[src/rtl/puru_pkg.sv]
package puru_pkg;

  // Row store geometry.
  localparam int unsigned MaxWidth  = 256;
  localparam int unsigned AddrW     = $clog2(MaxWidth);
  localparam int unsigned CntW      = $clog2(MaxWidth + 1);

  // Frame height and replication limits.
  localparam int unsigned MaxHeight = 256;
  localparam int unsigned RowW      = $clog2(MaxHeight);
  localparam int unsigned MaxScale  = 16;
  localparam int unsigned RepW      = $clog2(MaxScale);

  // Field widths.
  localparam int unsigned PixW      = 8;
  localparam int unsigned CfgDataW  = 9;
  localparam int unsigned CfgAddrW  = 2;
  localparam int unsigned UserOutW  = 3;

  // Queue between the front and the back.
  localparam int unsigned FifoDepth = 2;
  localparam int unsigned PtrW      = $clog2(FifoDepth);
  localparam int unsigned FifoCntW  = $clog2(FifoDepth + 1);

  typedef enum logic [0:0] {
    CMD_LOAD    = 1'b0,
    CMD_REQUEST = 1'b1
  } cmd_e;

  typedef enum logic [1:0] {
    ST_STORED    = 2'd0,
    ST_REFUSED   = 2'd1,
    ST_GIVEN     = 2'd2,
    ST_NOT_READY = 2'd3
  } status_e;

  typedef enum logic [CfgAddrW-1:0] {
    REG_WIDTH  = 2'd0,
    REG_HEIGHT = 2'd1,
    REG_SCALE  = 2'd2
  } reg_e;

  // One queued request, already split into its kind and its pixel.
  typedef struct packed {
    cmd_e            cmd;
    logic [PixW-1:0] pixel;
  } item_t;

  // Clamped configuration as the back end uses it.
  typedef struct packed {
    logic [CntW-1:0] width;
    logic [RowW-1:0] h_last;
    logic [RepW-1:0] s_last;
    logic            restart;
  } cfg_t;

endpackage

[src/rtl/puru_front.sv]
module puru_front (
  input  logic                          clk_i,
  input  logic                          rst_ni,
  input  logic                          s_axis_tvalid,
  output logic                          s_axis_tready,
  input  logic [puru_pkg::PixW-1:0]     s_axis_tdata,  // [7:0] source_pixel
  input  logic                          s_axis_tuser,  // [0] cmd
  output logic                          item_valid_o,
  output puru_pkg::item_t               item_o,
  input  logic                          pop_i
);

  puru_pkg::item_t                     fifo_q [puru_pkg::FifoDepth];
  logic [puru_pkg::PtrW-1:0]           wr_ptr_q, wr_ptr_d;
  logic [puru_pkg::PtrW-1:0]           rd_ptr_q, rd_ptr_d;
  logic [puru_pkg::FifoCntW-1:0]       cnt_q, cnt_d;
  logic                                push;
  logic                                pop;
  puru_pkg::item_t                     item_in;

  // Classify the incoming request.
  assign item_in.cmd   = puru_pkg::cmd_e'(s_axis_tuser);
  assign item_in.pixel = s_axis_tdata;

  assign s_axis_tready = (cnt_q != puru_pkg::FifoCntW'(puru_pkg::FifoDepth));
  assign item_valid_o  = (cnt_q != '0);
  assign item_o        = fifo_q[rd_ptr_q];
  assign push          = s_axis_tvalid && s_axis_tready;
  assign pop           = item_valid_o && pop_i;

  // Pointer and fill count update.
  always_comb begin
    wr_ptr_d = wr_ptr_q;
    rd_ptr_d = rd_ptr_q;
    cnt_d    = cnt_q;
    if (push) begin
      wr_ptr_d = wr_ptr_q + 1'b1;
    end
    if (pop) begin
      rd_ptr_d = rd_ptr_q + 1'b1;
    end
    if (push && !pop) begin
      cnt_d = cnt_q + 1'b1;
    end else if (pop && !push) begin
      cnt_d = cnt_q - 1'b1;
    end
  end

  always_ff @(posedge clk_i or negedge rst_ni) begin
    if (!rst_ni) begin
      wr_ptr_q <= '0;
      rd_ptr_q <= '0;
      cnt_q    <= '0;
    end else begin
      wr_ptr_q <= wr_ptr_d;
      rd_ptr_q <= rd_ptr_d;
      cnt_q    <= cnt_d;
    end
  end

  // Queue storage holds payload only.
  always_ff @(posedge clk_i) begin
    if (push) begin
      fifo_q[wr_ptr_q] <= item_in;
    end
  end

endmodule

[src/rtl/puru_back.sv]
module puru_back (
  input  logic                            clk_i,
  input  logic                            rst_ni,
  input  puru_pkg::cfg_t                  cfg_i,
  input  logic                            item_valid_i,
  input  puru_pkg::item_t                 item_i,
  output logic                            pop_o,
  output logic                            m_axis_tvalid,
  input  logic                            m_axis_tready,
  output logic [puru_pkg::PixW-1:0]       m_axis_tdata,  // [7:0] out_pixel
  output logic                            m_axis_tlast,  // row_end
  output logic [puru_pkg::UserOutW-1:0]   m_axis_tuser   // [1:0] status, [2] frame_end
);

  logic [puru_pkg::PixW-1:0]  row_mem [puru_pkg::MaxWidth];

  logic [puru_pkg::CntW-1:0]  loaded_q, loaded_d;
  logic [puru_pkg::AddrW-1:0] col_q, col_d;
  logic [puru_pkg::RepW-1:0]  hrep_q, hrep_d;
  logic [puru_pkg::RepW-1:0]  vrep_q, vrep_d;
  logic [puru_pkg::RowW-1:0]  row_q, row_d;

  logic                       out_valid_q;
  puru_pkg::status_e          status_q, status_d;
  logic                       row_end_q, row_end_d;
  logic                       frame_end_q, frame_end_d;
  logic [puru_pkg::PixW-1:0]  rd_q;

  logic                       adv;
  logic                       take;
  logic                       wr_en;
  logic                       row_full;
  logic [puru_pkg::AddrW-1:0] w_last;
  logic                       hr_wrap, col_wrap, vr_wrap, row_wrap;

  // The output register frees up whenever it is empty or being drained.
  assign adv      = !out_valid_q || m_axis_tready;
  assign take     = item_valid_i && adv;
  assign pop_o    = adv;

  assign w_last   = puru_pkg::AddrW'(cfg_i.width - 1'b1);
  assign row_full = (loaded_q >= cfg_i.width);
  assign hr_wrap  = (hrep_q == cfg_i.s_last);
  assign col_wrap = (col_q == w_last);
  assign vr_wrap  = (vrep_q == cfg_i.s_last);
  assign row_wrap = (row_q == cfg_i.h_last);

  // Execute one queued request: store a pixel or step the replication counters; a restart clears them.
  always_comb begin
    loaded_d    = loaded_q;
    col_d       = col_q;
    hrep_d      = hrep_q;
    vrep_d      = vrep_q;
    row_d       = row_q;
    status_d    = puru_pkg::ST_NOT_READY;
    row_end_d   = 1'b0;
    frame_end_d = 1'b0;
    wr_en       = 1'b0;
    if (cfg_i.restart) begin
      loaded_d = '0;
      col_d    = '0;
      hrep_d   = '0;
      vrep_d   = '0;
      row_d    = '0;
    end else if (take) begin
      unique case (item_i.cmd)
        puru_pkg::CMD_LOAD: begin
          if (row_full) begin
            status_d = puru_pkg::ST_REFUSED;
          end else begin
            status_d = puru_pkg::ST_STORED;
            wr_en    = 1'b1;
            loaded_d = loaded_q + 1'b1;
          end
        end
        puru_pkg::CMD_REQUEST: begin
          if (row_full) begin
            status_d    = puru_pkg::ST_GIVEN;
            row_end_d   = col_wrap && hr_wrap;
            frame_end_d = col_wrap && hr_wrap && vr_wrap && row_wrap;
            if (!hr_wrap) begin
              hrep_d = hrep_q + 1'b1;
            end else begin
              hrep_d = '0;
              if (!col_wrap) begin
                col_d = col_q + 1'b1;
              end else begin
                col_d = '0;
                if (!vr_wrap) begin
                  vrep_d = vrep_q + 1'b1;
                end else begin
                  // Row fully given out: release the store for the next row.
                  vrep_d   = '0;
                  loaded_d = '0;
                  row_d    = row_wrap ? '0 : row_q + 1'b1;
                end
              end
            end
          end
        end
        default: begin
          status_d = puru_pkg::ST_NOT_READY;
        end
      endcase
    end
  end

  always_ff @(posedge clk_i or negedge rst_ni) begin
    if (!rst_ni) begin
      loaded_q    <= '0;
      col_q       <= '0;
      hrep_q      <= '0;
      vrep_q      <= '0;
      row_q       <= '0;
      out_valid_q <= 1'b0;
    end else begin
      loaded_q <= loaded_d;
      col_q    <= col_d;
      hrep_q   <= hrep_d;
      vrep_q   <= vrep_d;
      row_q    <= row_d;
      if (adv) begin
        out_valid_q <= item_valid_i;
      end
    end
  end

  // Row store and the registered output payload.
  always_ff @(posedge clk_i) begin
    if (wr_en) begin
      row_mem[loaded_q[puru_pkg::AddrW-1:0]] <= item_i.pixel;
    end
    if (take) begin
      rd_q        <= row_mem[col_q];
      status_q    <= status_d;
      row_end_q   <= row_end_d;
      frame_end_q <= frame_end_d;
    end
  end

  assign m_axis_tvalid = out_valid_q;
  assign m_axis_tdata  = (status_q == puru_pkg::ST_GIVEN) ? rd_q : '0;
  assign m_axis_tlast  = row_end_q;
  assign m_axis_tuser  = {frame_end_q, status_q};

`ifndef SYNTHESIS
  // The fill count never runs past the configured row width.
  assert property (@(posedge clk_i) disable iff (!rst_ni)
    loaded_q <= cfg_i.width)
    else $error("row store fill count exceeds row width");

  // A frame end is always also a row end.
  assert property (@(posedge clk_i) disable iff (!rst_ni)
    out_valid_q && frame_end_q |-> row_end_q)
    else $error("frame end without row end");

  // Only given pixels carry end marks.
  assert property (@(posedge clk_i) disable iff (!rst_ni)
    out_valid_q && (status_q != puru_pkg::ST_GIVEN) |-> !row_end_q && !frame_end_q)
    else $error("end mark on a result that is not a pixel");

  // A request against a partly loaded row reports not ready.
  assert property (@(posedge clk_i) disable iff (!rst_ni)
    take && !cfg_i.restart && (item_i.cmd == puru_pkg::CMD_REQUEST) && !row_full
      |=> status_q == puru_pkg::ST_NOT_READY)
    else $error("pixel given before the row was complete");
`endif

endmodule

[src/rtl/pixel_replicating_upscaler_top.sv]
// Nearest-neighbor integer upscaler for 8-bit grayscale frames.
// Input stream: tuser selects the request kind. With tuser low, tdata is the
// next source pixel (row-major) and is stored in the row store; with tuser
// high, the block returns the next output pixel of the upscaled frame.
// Every input request yields exactly one result on the output stream:
// tuser[1:0] is the status (stored, refused, pixel given, not ready),
// tuser[2] marks the frame end, tlast marks the end of an output row, and
// tdata carries the pixel, zero for non-pixel results.
// Each stored row is given out scale times, each pixel repeated scale times.
// Loads are refused while a complete row is still being given out.
// Configuration: index 0 width, 1 height, 2 scale; out-of-range values are
// clamped. A write restarts the frame and is meant for an idle block. Requests
// pass the queue, then the output register. One request is taken every cycle
// unless stalled; the rate is set by the counter update and the one row store
// read per request. A two-entry queue decouples input and execution.
// Reset empties the queue and output register and restarts the frame with
// width, height and scale set to one. When the receiver stalls, the result
// holds and the queue absorbs up to two more requests before tready drops.
module pixel_replicating_upscaler_top (
  input  logic                              clk_i,
  input  logic                              rst_ni,
  // Source stream.
  input  logic                              s_axis_tvalid,
  output logic                              s_axis_tready,
  input  logic [puru_pkg::PixW-1:0]         s_axis_tdata,  // [7:0] source_pixel
  input  logic                              s_axis_tuser,  // [0] cmd
  // Result stream.
  output logic                              m_axis_tvalid,
  input  logic                              m_axis_tready,
  output logic [puru_pkg::PixW-1:0]         m_axis_tdata,  // [7:0] out_pixel
  output logic                              m_axis_tlast,  // row_end
  output logic [puru_pkg::UserOutW-1:0]     m_axis_tuser,  // [1:0] status, [2] frame_end
  // Configuration writes.
  input  logic                              cfg_valid_i,
  output logic                              cfg_ready_o,
  input  logic [puru_pkg::CfgAddrW-1:0]     cfg_addr_i,
  input  logic [puru_pkg::CfgDataW-1:0]     cfg_data_i
);

  logic [puru_pkg::CntW-1:0]  width_q, width_d;
  logic [puru_pkg::RowW-1:0]  h_last_q, h_last_d;
  logic [puru_pkg::RepW-1:0]  s_last_q, s_last_d;
  logic [puru_pkg::RepW:0]    scale_val;
  logic                       cfg_write;
  logic                       restart;
  puru_pkg::cfg_t             cfg;
  logic                       item_valid;
  puru_pkg::item_t            item;
  logic                       pop;

  assign cfg_ready_o = 1'b1;
  assign cfg_write   = cfg_valid_i && cfg_ready_o;

  // Only the low five data bits carry the scale; higher write bits are dropped.
  assign scale_val   = cfg_data_i[puru_pkg::RepW:0];

  // Register decode with clamping into the usable range.
  always_comb begin
    width_d  = width_q;
    h_last_d = h_last_q;
    s_last_d = s_last_q;
    restart  = 1'b0;
    if (cfg_write) begin
      unique case (puru_pkg::reg_e'(cfg_addr_i))
        puru_pkg::REG_WIDTH: begin
          restart = 1'b1;
          if (cfg_data_i == '0) begin
            width_d = puru_pkg::CntW'(1);
          end else if (32'(cfg_data_i) > 32'(puru_pkg::MaxWidth)) begin
            width_d = puru_pkg::CntW'(puru_pkg::MaxWidth);
          end else begin
            width_d = puru_pkg::CntW'(cfg_data_i);
          end
        end
        puru_pkg::REG_HEIGHT: begin
          restart = 1'b1;
          if (cfg_data_i == '0) begin
            h_last_d = '0;
          end else if (32'(cfg_data_i) > 32'(puru_pkg::MaxHeight)) begin
            h_last_d = puru_pkg::RowW'(puru_pkg::MaxHeight - 1);
          end else begin
            h_last_d = puru_pkg::RowW'(cfg_data_i - 1'b1);
          end
        end
        puru_pkg::REG_SCALE: begin
          restart = 1'b1;
          if (scale_val == '0) begin
            s_last_d = '0;
          end else if (32'(scale_val) > 32'(puru_pkg::MaxScale)) begin
            s_last_d = puru_pkg::RepW'(puru_pkg::MaxScale - 1);
          end else begin
            s_last_d = puru_pkg::RepW'(scale_val - 1'b1);
          end
        end
        default: begin
          restart = 1'b0;
        end
      endcase
    end
  end

  always_ff @(posedge clk_i or negedge rst_ni) begin
    if (!rst_ni) begin
      width_q  <= puru_pkg::CntW'(1);
      h_last_q <= '0;
      s_last_q <= '0;
    end else begin
      width_q  <= width_d;
      h_last_q <= h_last_d;
      s_last_q <= s_last_d;
    end
  end

  assign cfg.width   = width_q;
  assign cfg.h_last  = h_last_q;
  assign cfg.s_last  = s_last_q;
  assign cfg.restart = restart;

  puru_front u_front (
    .clk_i         (clk_i),
    .rst_ni        (rst_ni),
    .s_axis_tvalid (s_axis_tvalid),
    .s_axis_tready (s_axis_tready),
    .s_axis_tdata  (s_axis_tdata),
    .s_axis_tuser  (s_axis_tuser),
    .item_valid_o  (item_valid),
    .item_o        (item),
    .pop_i         (pop)
  );

  puru_back u_back (
    .clk_i         (clk_i),
    .rst_ni        (rst_ni),
    .cfg_i         (cfg),
    .item_valid_i  (item_valid),
    .item_i        (item),
    .pop_o         (pop),
    .m_axis_tvalid (m_axis_tvalid),
    .m_axis_tready (m_axis_tready),
    .m_axis_tdata  (m_axis_tdata),
    .m_axis_tlast  (m_axis_tlast),
    .m_axis_tuser  (m_axis_tuser)
  );

endmodule
[config.mk]
export PLATFORM = sky130hd
export DESIGN_NAME = pixel_replicating_upscaler_top
export DESIGN_NICKNAME = d
export VERILOG_FILES = /design/src/rtl/puru_pkg.sv /design/src/rtl/puru_front.sv /design/src/rtl/puru_back.sv /design/src/rtl/pixel_replicating_upscaler_top.sv
export SDC_FILE = /design/constraint.sdc
export NUM_CORES = 2
export LEC_CHECK = 0
export BUFFER_PORTS_ARGS = -buffer_cell sky130_fd_sc_hd__buf_4
export CORE_ASPECT_RATIO = 1.75
export CORE_MARGIN = 4
export CORE_UTILIZATION = 60
export CTS_BUF_LIST = sky130_fd_sc_hd__clkbuf_16
export CTS_CLUSTER_SIZE = 25
export DETAILED_ROUTE_END_ITERATION = 10
export PLACE_DENSITY = 0.76
export SLEW_MARGIN = 25
export SYNTH_ARGS = -nofsm -noshare
export SYNTH_HDL_FRONTEND = slang
export SYNTH_SLANG_ARGS = --single-unit
[constraint.sdc]
create_clock -name clk_i -period 4.6 [get_ports clk_i]
set_input_delay 0.46 -clock clk_i [delete_from_list [all_inputs] [get_ports clk_i]]
set_output_delay 0.46 -clock clk_i [all_outputs]
set_load 0.03 [all_outputs]
* Yosys cells after proc, flatten, opt, wreduce, memory -nomap -nowiden
Memories as Yosys holds them, arrays and structs flattened. A register that Yosys moved wholly into a read port is not among the register bits.
Index checks and enable logic that the tools add are counted.
** Storage, ports and cells
- Flip-flop bits (word level) :: 63
- Memory bits (writable) :: 2066
- Bits of input ports :: 25
- Output and inout port bits :: 15
- Word-level logic and storage cells :: 135
- Memories :: 2
** Memories
- u_back.row_mem :: depth 256, bits a word 8, rd ports 1, clocked after Yosys merged registers in 1, write ports 1, line puru_back.sv:15 : logic [puru_pkg::PixW-1:0] row_mem [puru_pkg::MaxWidth];
- u_front.fifo_q :: depth 2, bits a word 9, rd ports 1, clocked after Yosys merged registers in 0, write ports 1, line puru_front.sv:13 : puru_pkg::item_t fifo_q [puru_pkg::FifoDepth];
** Operators by class
- $add $sub $neg :: 12
- Magnitude comparators :: 3
- Equality and inequality tests :: 13
- Muxes and demuxes :: 56
- Bitwise gates (word level) :: 2
- Reductions and logical operators :: 32
** Operators with widths (number)
- two-way mux 8 bit :: 17
- two-way mux 9 bit :: 9
- two-way mux 4 bit :: 14
- case mux 9 bit (2 select lines) :: 1
- adder 8 x 1 -> 8 bit (second input constant) :: 2
- equality test 8 bit :: 2
- nonzero test 2 bit :: 8
- subtractor 8 x 1 -> 8 bit (second input constant) :: 2
- != test 3 bit (second input constant) :: 5
- two-way mux 1 bit :: 12
- AND reduction 6 bit :: 2
- adder 9 x 1 -> 9 bit (second input constant) :: 1
- greater-or-equal comparator 9 bit :: 1
- greater-than comparator 9 bit (second input constant) :: 1
- logical NOT 9 bit :: 1
- adder 4 x 1 -> 4 bit (second input constant) :: 2
- equality test 4 bit :: 2
- logical AND 1 bit :: 7
- AND reduction 2 bit :: 3
- OR reduction 3 bit :: 2
- greater-than comparator 5 bit (second input constant) :: 1
- logical NOT 5 bit :: 1
- AND reduction 5 bit :: 1
- equality test 2 bit (second input constant) :: 2
- other kinds (14) :: 19

* Logic depth before layout (Yosys ltp)
- Word-level depth :: 9
- Depth in mapped cells :: 12
- Gate-level depth less buffers :: 11

* Hierarchy
A second synthesis with hierarchy kept.
** Unflattened totals
- Cells, all modules :: 4133
- Area, all modules :: 84444.7 um2
** By module, submodules not included
- puru_back :: instances 1, cells each 3962, area each 82456.6 um2, sequential area each 62710.1 um2
- pixel_replicating_upscaler_top :: instances 1, cells each 125, area each 1127.3 um2, sequential area each 526.8 um2
- puru_front :: instances 1, cells each 46, area each 860.8 um2, sequential area each 640.6 um2

* Worst setup path after synthesis
No wires, ideal clock.
- Path kind :: register -> register
- Start point :: register width_q[0] (netlist bit)
- End point :: memory u_back.row_mem[161][0] (netlist bit) (enable)
- Setup time :: 370 ps
- Arrival time :: 2816 ps
- Data required time :: 4230 ps
- Slack :: 1414 ps
- Stages on the path, launching flop included :: 12
- Buffers on the path :: 1
- Clock period less this slack :: 3186 ps
- Cells stage by stage :: dfstp_2 ha_1 nand2b_1 a211oi_2 nor4_2 nor2_1 ha_1 nand3_1 nor3_1 nand2_1 clkbuf_1 nor2_1
** On the way
- Word-level cells in the longest chain between the ends :: 7
** RTL lines
- start: declaration :: line pixel_replicating_upscaler_top.sv:40 : logic [puru_pkg::CntW-1:0] width_q, width_d;
- start signal: assignment :: line pixel_replicating_upscaler_top.sv:104 : width_q <= puru_pkg::CntW'(1);
- start signal: assignment :: line pixel_replicating_upscaler_top.sv:108 : width_q <= width_d;
- greater-or-equal comparator 9 bit :: line puru_back.sv:42 : assign row_full = (loaded_q >= cfg_i.width);
- two-way mux 1 bit :: line puru_back.sv:68 : if (row_full) begin
- two-way mux 1 bit :: line puru_back.sv:66 : unique case (item_i.cmd)
- two-way mux 1 bit :: line puru_back.sv:65 : end else if (take) begin
- two-way mux 1 bit :: line puru_back.sv:59 : if (cfg_i.restart) begin
- two-way mux 1 bit :: line puru_back.sv:130 : if (wr_en) begin
- two-way mux 1 bit (implied by the code) :: line puru_back.sv:131 : row_mem[loaded_q[puru_pkg::AddrW-1:0]] <= item_i.pixel;
- end: declaration :: line puru_back.sv:15
Every way passes these cells.

* Worst setup path after layout
- Start point :: register u_back.loaded_q[6] (netlist bit)
- End point :: memory u_back.row_mem[237][4] (netlist bit) (enable)
** On the way
- Word-level cells in the longest chain between the ends :: 7
** RTL lines
- start: declaration :: line puru_back.sv:17 : logic [puru_pkg::CntW-1:0] loaded_q, loaded_d;
- start signal: assignment :: line puru_back.sv:117 : loaded_q <= loaded_d;
- greater-or-equal comparator 9 bit :: line puru_back.sv:42
- two-way mux 1 bit :: line puru_back.sv:68
- two-way mux 1 bit :: line puru_back.sv:66
- two-way mux 1 bit :: line puru_back.sv:65
- two-way mux 1 bit :: line puru_back.sv:59
- two-way mux 1 bit :: line puru_back.sv:130
- two-way mux 1 bit (implied by the code) :: line puru_back.sv:131
Parallel ways exist; a longest one is shown, timed or not.

==> impl_metrics.xml <==
<?xml version="1.0" encoding="UTF-8"?>
<metrics>
  <group name="setup_path">
    <metric name="worstSetupEndpointType" unit="">flop</metric>
    <metric name="critical_path.startpoint_type" unit="">flop</metric>
    <metric name="worst-endpoint-arrival" unit="ns">5.05</metric>
    <metric name="worst-setup-path-type" unit="">flop to flop</metric>
    <metric name="worstPathMaxFanout" unit="">16</metric>
    <metric name="worst_ep_required_time" unit="ns">5.03</metric>
  </group>
  <group name="logic_synthesis">
    <metric name="synth_edf_count" unit="">2078</metric>
    <metric name="async_reset_ff_share" unit="%">2.76</metric>
    <metric name="netlist_area" unit="mm2">0.0846</metric>
    <metric name="synth_xor_area_share" unit="%">0.373</metric>
    <metric name="yosys.area_share.simple" unit="%">3.28</metric>
    <metric name="largest_family_of_logic_cells_by_synthesized_area" unit="">multiplexers</metric>
    <metric name="synthDistinctLibCells" unit="">85</metric>
    <metric name="postSynthAreaPerCell" unit="um2">19.7</metric>
    <metric name="synth_cells" unit="">4298</metric>
    <metric name="synth-compound-area-share" unit="%">4.13</metric>
    <metric name="yosys_register_bits" unit="">2137</metric>
    <metric name="synth.yosys.seq_area_share" unit="%">75.5</metric>
    <metric name="yosys_most_used_dff" unit="">sky130_fd_sc_hd__edfxtp_1</metric>
    <metric name="syn-num-nets" unit="">4345</metric>
    <metric name="adder_cell_area_share_of_the_yosys_netlist" unit="%">0.337</metric>
    <metric name="synth.area.mux_share" unit="%">14.4</metric>
    <metric name="synthesis.yosys.warnings" unit="">0</metric>
  </group>
  <group name="drt">
    <metric name="detailroute.via_count" unit="">46000</metric>
    <metric name="via_per_inst" unit="">7.04</metric>
    <metric name="wl_per_cell" unit="um">36.4</metric>
    <metric name="drt_pre_antenna_iters" unit="">8</metric>
    <metric name="ant_nets" unit="">0</metric>
    <metric name="first_iter_violations" unit="">7017</metric>
    <metric name="finalWirelength" unit="um">238000</metric>
    <metric name="drcViolationCount" unit="">0</metric>
  </group>
  <group name="grt">
    <metric name="grt_max_degree" unit="">155</metric>
    <metric name="grt_first_pass_wirelength" unit="um">341000</metric>
    <metric name="grt_remaining_overflow" unit="">0</metric>
    <metric name="number_of_antenna_violations_at_the_first_check_in_global_routing" unit="">15</metric>
    <metric name="grt.total_usage" unit="%">32.6</metric>
    <metric name="first_global_vias" unit="">46400</metric>
  </group>
  <group name="timing">
    <metric name="final_period_minus_worst_setup_slack" unit="ns">4.62</metric>
    <metric name="timing_max_transition_violations_final" unit="">0</metric>
    <metric name="unrepaired_setup_endpoints_after_global_routing" unit="">no</metric>
    <metric name="worst_clock_skew_on_the_final_layout" unit="ns">0.0309</metric>
    <metric name="max_freq" unit="GHz">0.216</metric>
    <metric name="setup_tns" unit="ns">-0.161</metric>
    <metric name="setup_slack" unit="ns">-0.0223</metric>
    <metric name="worst_pin_slew" unit="ns">1.26</metric>
    <metric name="finalSetupViolations" unit="">8</metric>
    <metric name="final_hold_fails" unit="">0</metric>
    <metric name="layout_worst_path_cycle_share" unit="%">100</metric>
    <metric name="timing.slew.headroom" unit="%">15.6</metric>
  </group>
  <group name="hold_path">
    <metric name="timing.hold.worst.class" unit="">input pin to flop</metric>
  </group>
  <group name="clock_tree">
    <metric name="post_cts_buffers" unit="">0</metric>
    <metric name="tritoncts.num_buffers" unit="">171</metric>
    <metric name="clk_transition_reported_paths" unit="ns">0.08</metric>
    <metric name="cts.path.max_buffers" unit="">3</metric>
    <metric name="cts_sinks" unit="">2137</metric>
    <metric name="cts.root.buffer_cell" unit="">sky130_fd_sc_hd__clkbuf_16</metric>
    <metric name="htreeDepth" unit="">4</metric>
    <metric name="clock_tree_from_tritoncts" unit="">yes</metric>
    <metric name="clkLatencyLatePin" unit="ns">0.81</metric>
  </group>
  <group name="pwr">
    <metric name="p_leak" unit="nW">29.9</metric>
    <metric name="worst_ir_drop_vdd" unit="mV">0.456</metric>
    <metric name="total_power" unit="mW">51.0</metric>
    <metric name="pwr_density_cell" unit="mW/mm2">542</metric>
  </group>
  <group name="placement">
    <metric name="global_placer_s_final_weighted_congestion" unit="">0.960</metric>
    <metric name="post-dp-hpwl" unit="um">152000</metric>
    <metric name="portBuffers" unit="">38</metric>
  </group>
  <group name="outcome">
    <metric name="run_status" unit="">finished with violations</metric>
    <metric name="failed_checks" unit="">setup timing</metric>
  </group>
  <group name="floorplan">
    <metric name="die_height" unit="um">505</metric>
    <metric name="die_x" unit="um">292</metric>
    <metric name="core-area" unit="mm2">0.140</metric>
    <metric name="boundaryPins" unit="">40</metric>
    <metric name="num_rows" unit="">182</metric>
    <metric name="design.die.area" unit="mm2">0.147</metric>
    <metric name="floorplan.initialDensity" unit="%">60.3</metric>
  </group>
  <group name="finish">
    <metric name="finish.net_count" unit="">4598</metric>
    <metric name="areaGrowthSynthToFinish" unit="%">11.2</metric>
    <metric name="drive_above_1_share" unit="%">22.0</metric>
  </group>
  <group name="job">
    <metric name="cap_violations" unit="">0</metric>
  </group>
</metrics>
-- cells in the mapped netlist, drive strengths merged, types with 22 or more instances --
master | n | share of area, %
a221oi | 38 | 0.41
a211oi | 28 | 0.25
nand3 | 50 | 0.30
mux4 | 426 | 11
o21ai | 62 | 0.37
buf | 149 | 1.4
dfrtp | 58 | 1.7
ha | 22 | 0.33
edfxtp | 2078 | 74
a31oi | 23 | 0.17
clkbuf | 101 | 0.45
nand2 | 132 | 0.59
o22ai | 37 | 0.27
inv | 36 | 0.16
mux2i | 236 | 2.8
a21oi | 110 | 0.65
o221ai | 35 | 0.36
nor2 | 339 | 1.5
a22oi | 72 | 0.64
-- path summary, 6_finish.rpt --
kind / cells after the start / from / endpoint / slack [ns]
worst max-delay path: 11 / u_back.loaded_q[6] / u_back.row_mem[237][4] / -0.02
worst min-delay path: 3 / cfg_data_i[7] / h_last_q[7] / 0.06
worst max register to register: 11 / u_back.loaded_q[6] / u_back.row_mem[237][4] / -0.02
worst min register to register: 2 / h_last_q[2] / h_last_q[2] / 0.50
max in group asynchronous: 2 / rst_ni / u_back.col_q[1] / 3.68
min in group asynchronous: 2 / rst_ni / h_last_q[4] / 0.29
-- registers in the layout, indices dropped and copies added, names as in the netlist --
signal                count
s_last_q                  4
u_back.row_mem         2048
u_front.rd_ptr_q          1
h_last_q                  8
u_back.row_q              8
u_front.cnt_q             2
width_q                   9
u_back.status_q           2
u_back.hrep_q             4
u_front.wr_ptr_q          1
u_back.col_q              8
u_front.fifo_q           18
u_back.loaded_q           9
u_back.frame_end_q        1
u_back.rd_q               8
u_back.m_axis_tvalid      1
u_back.m_axis_tlast       1
u_back.vrep_q             4
-- kinds of logic (layout without fill, tap and decap cells) --
kind of cell | count (synthesis) | count (layout)
flip-flops | 2137 | 2137
multiplexers | 677 | 677
AND/OR/NAND/NOR | 636 | 636
AO/OA/AOI/OAI | 500 | 500
buffers and inverters | 288 | 678
XOR/XNOR | 36 | 36
adder cells (fa/ha/maj) | 23 | 23
other | 1 | 15
-- metrics by stage --
step,cell area (um2),hold slack [ns],util [%],std cells,setup slack [ns]
global route,94100,0.0478,67.1,6529,0.0434
detailed placement,88400,0.490,63.0,6197,0.295
CTS,94000,0.0227,67.0,6526,0.190
global placement,88300,0.493,63.0,6196,0.365
finish,94100,0.0554,67.1,6542,-0.0223
floorplan,84600,0.164,-,4298,1.41
-- timing repair --
action,in CTS,in global routing
hold buffers,19,0
endpoints found under the hold margin,85,0
gates resized for setup,0,0
-- layer usage --
layer	part of all wire, %	track usage (%)
met3	11	8.16
met1	31	38.6
met4	9.8	24.5
met5	0.039	0
met2	48	51.9
-- critical path, cell delays in order, from the launching register on --
cell,delay [ns]
sky130_fd_sc_hd__dfrtp_1,0.50
sky130_fd_sc_hd__ha_1,0.36
sky130_fd_sc_hd__a21oi_1,0.16
sky130_fd_sc_hd__o21a_1,0.14
sky130_fd_sc_hd__o21ai_0,0.08
sky130_fd_sc_hd__buf_4,0.16
sky130_fd_sc_hd__nor2_1,0.14
sky130_fd_sc_hd__ha_1,0.17
sky130_fd_sc_hd__nand3_1,0.27
sky130_fd_sc_hd__nor2_1,0.76
sky130_fd_sc_hd__nand2_1,0.65
sky130_fd_sc_hd__nor2_1,0.81
-- layout by cell type, fill, tap and decap left out, drive strengths merged, types with 19 or more instances in the layout --
cell         count
nor2           339
ha              22
a31oi           23
a221oi          38
mux4           426
buf            312
o221ai          35
o21ai           62
a22oi           72
nand2          132
a21oi          110
o22ai           37
nand3           50
a211oi          28
clkinv          68
dlygate4sd3     19
clkbuf         176
mux2i          236
edfxtp        2078
dfrtp           58
inv             84
-- where the power goes --
part           leakage (nW)  switching, mW  internal [mW]
registers              19.4          0.332           24.0
clock network          2.81           6.80           7.76
logic                  7.65           8.10           4.01
total                  29.9           15.2           35.7
-- final cells by class --
cell class | instances | area (um2)
antenna | 14 | 35.0
clock buffer | 176 | 4400
clock inverter | 134 | 1060
fill | 8597 | 46200
inverter | 37 | 140
multi-input combinational | 1873 | 19200
sequential | 2137 | 63900
tap | 1840 | 2300
timing repair buffer | 331 | 3030
Note: power is estimated with default switching activity, not from simulation.
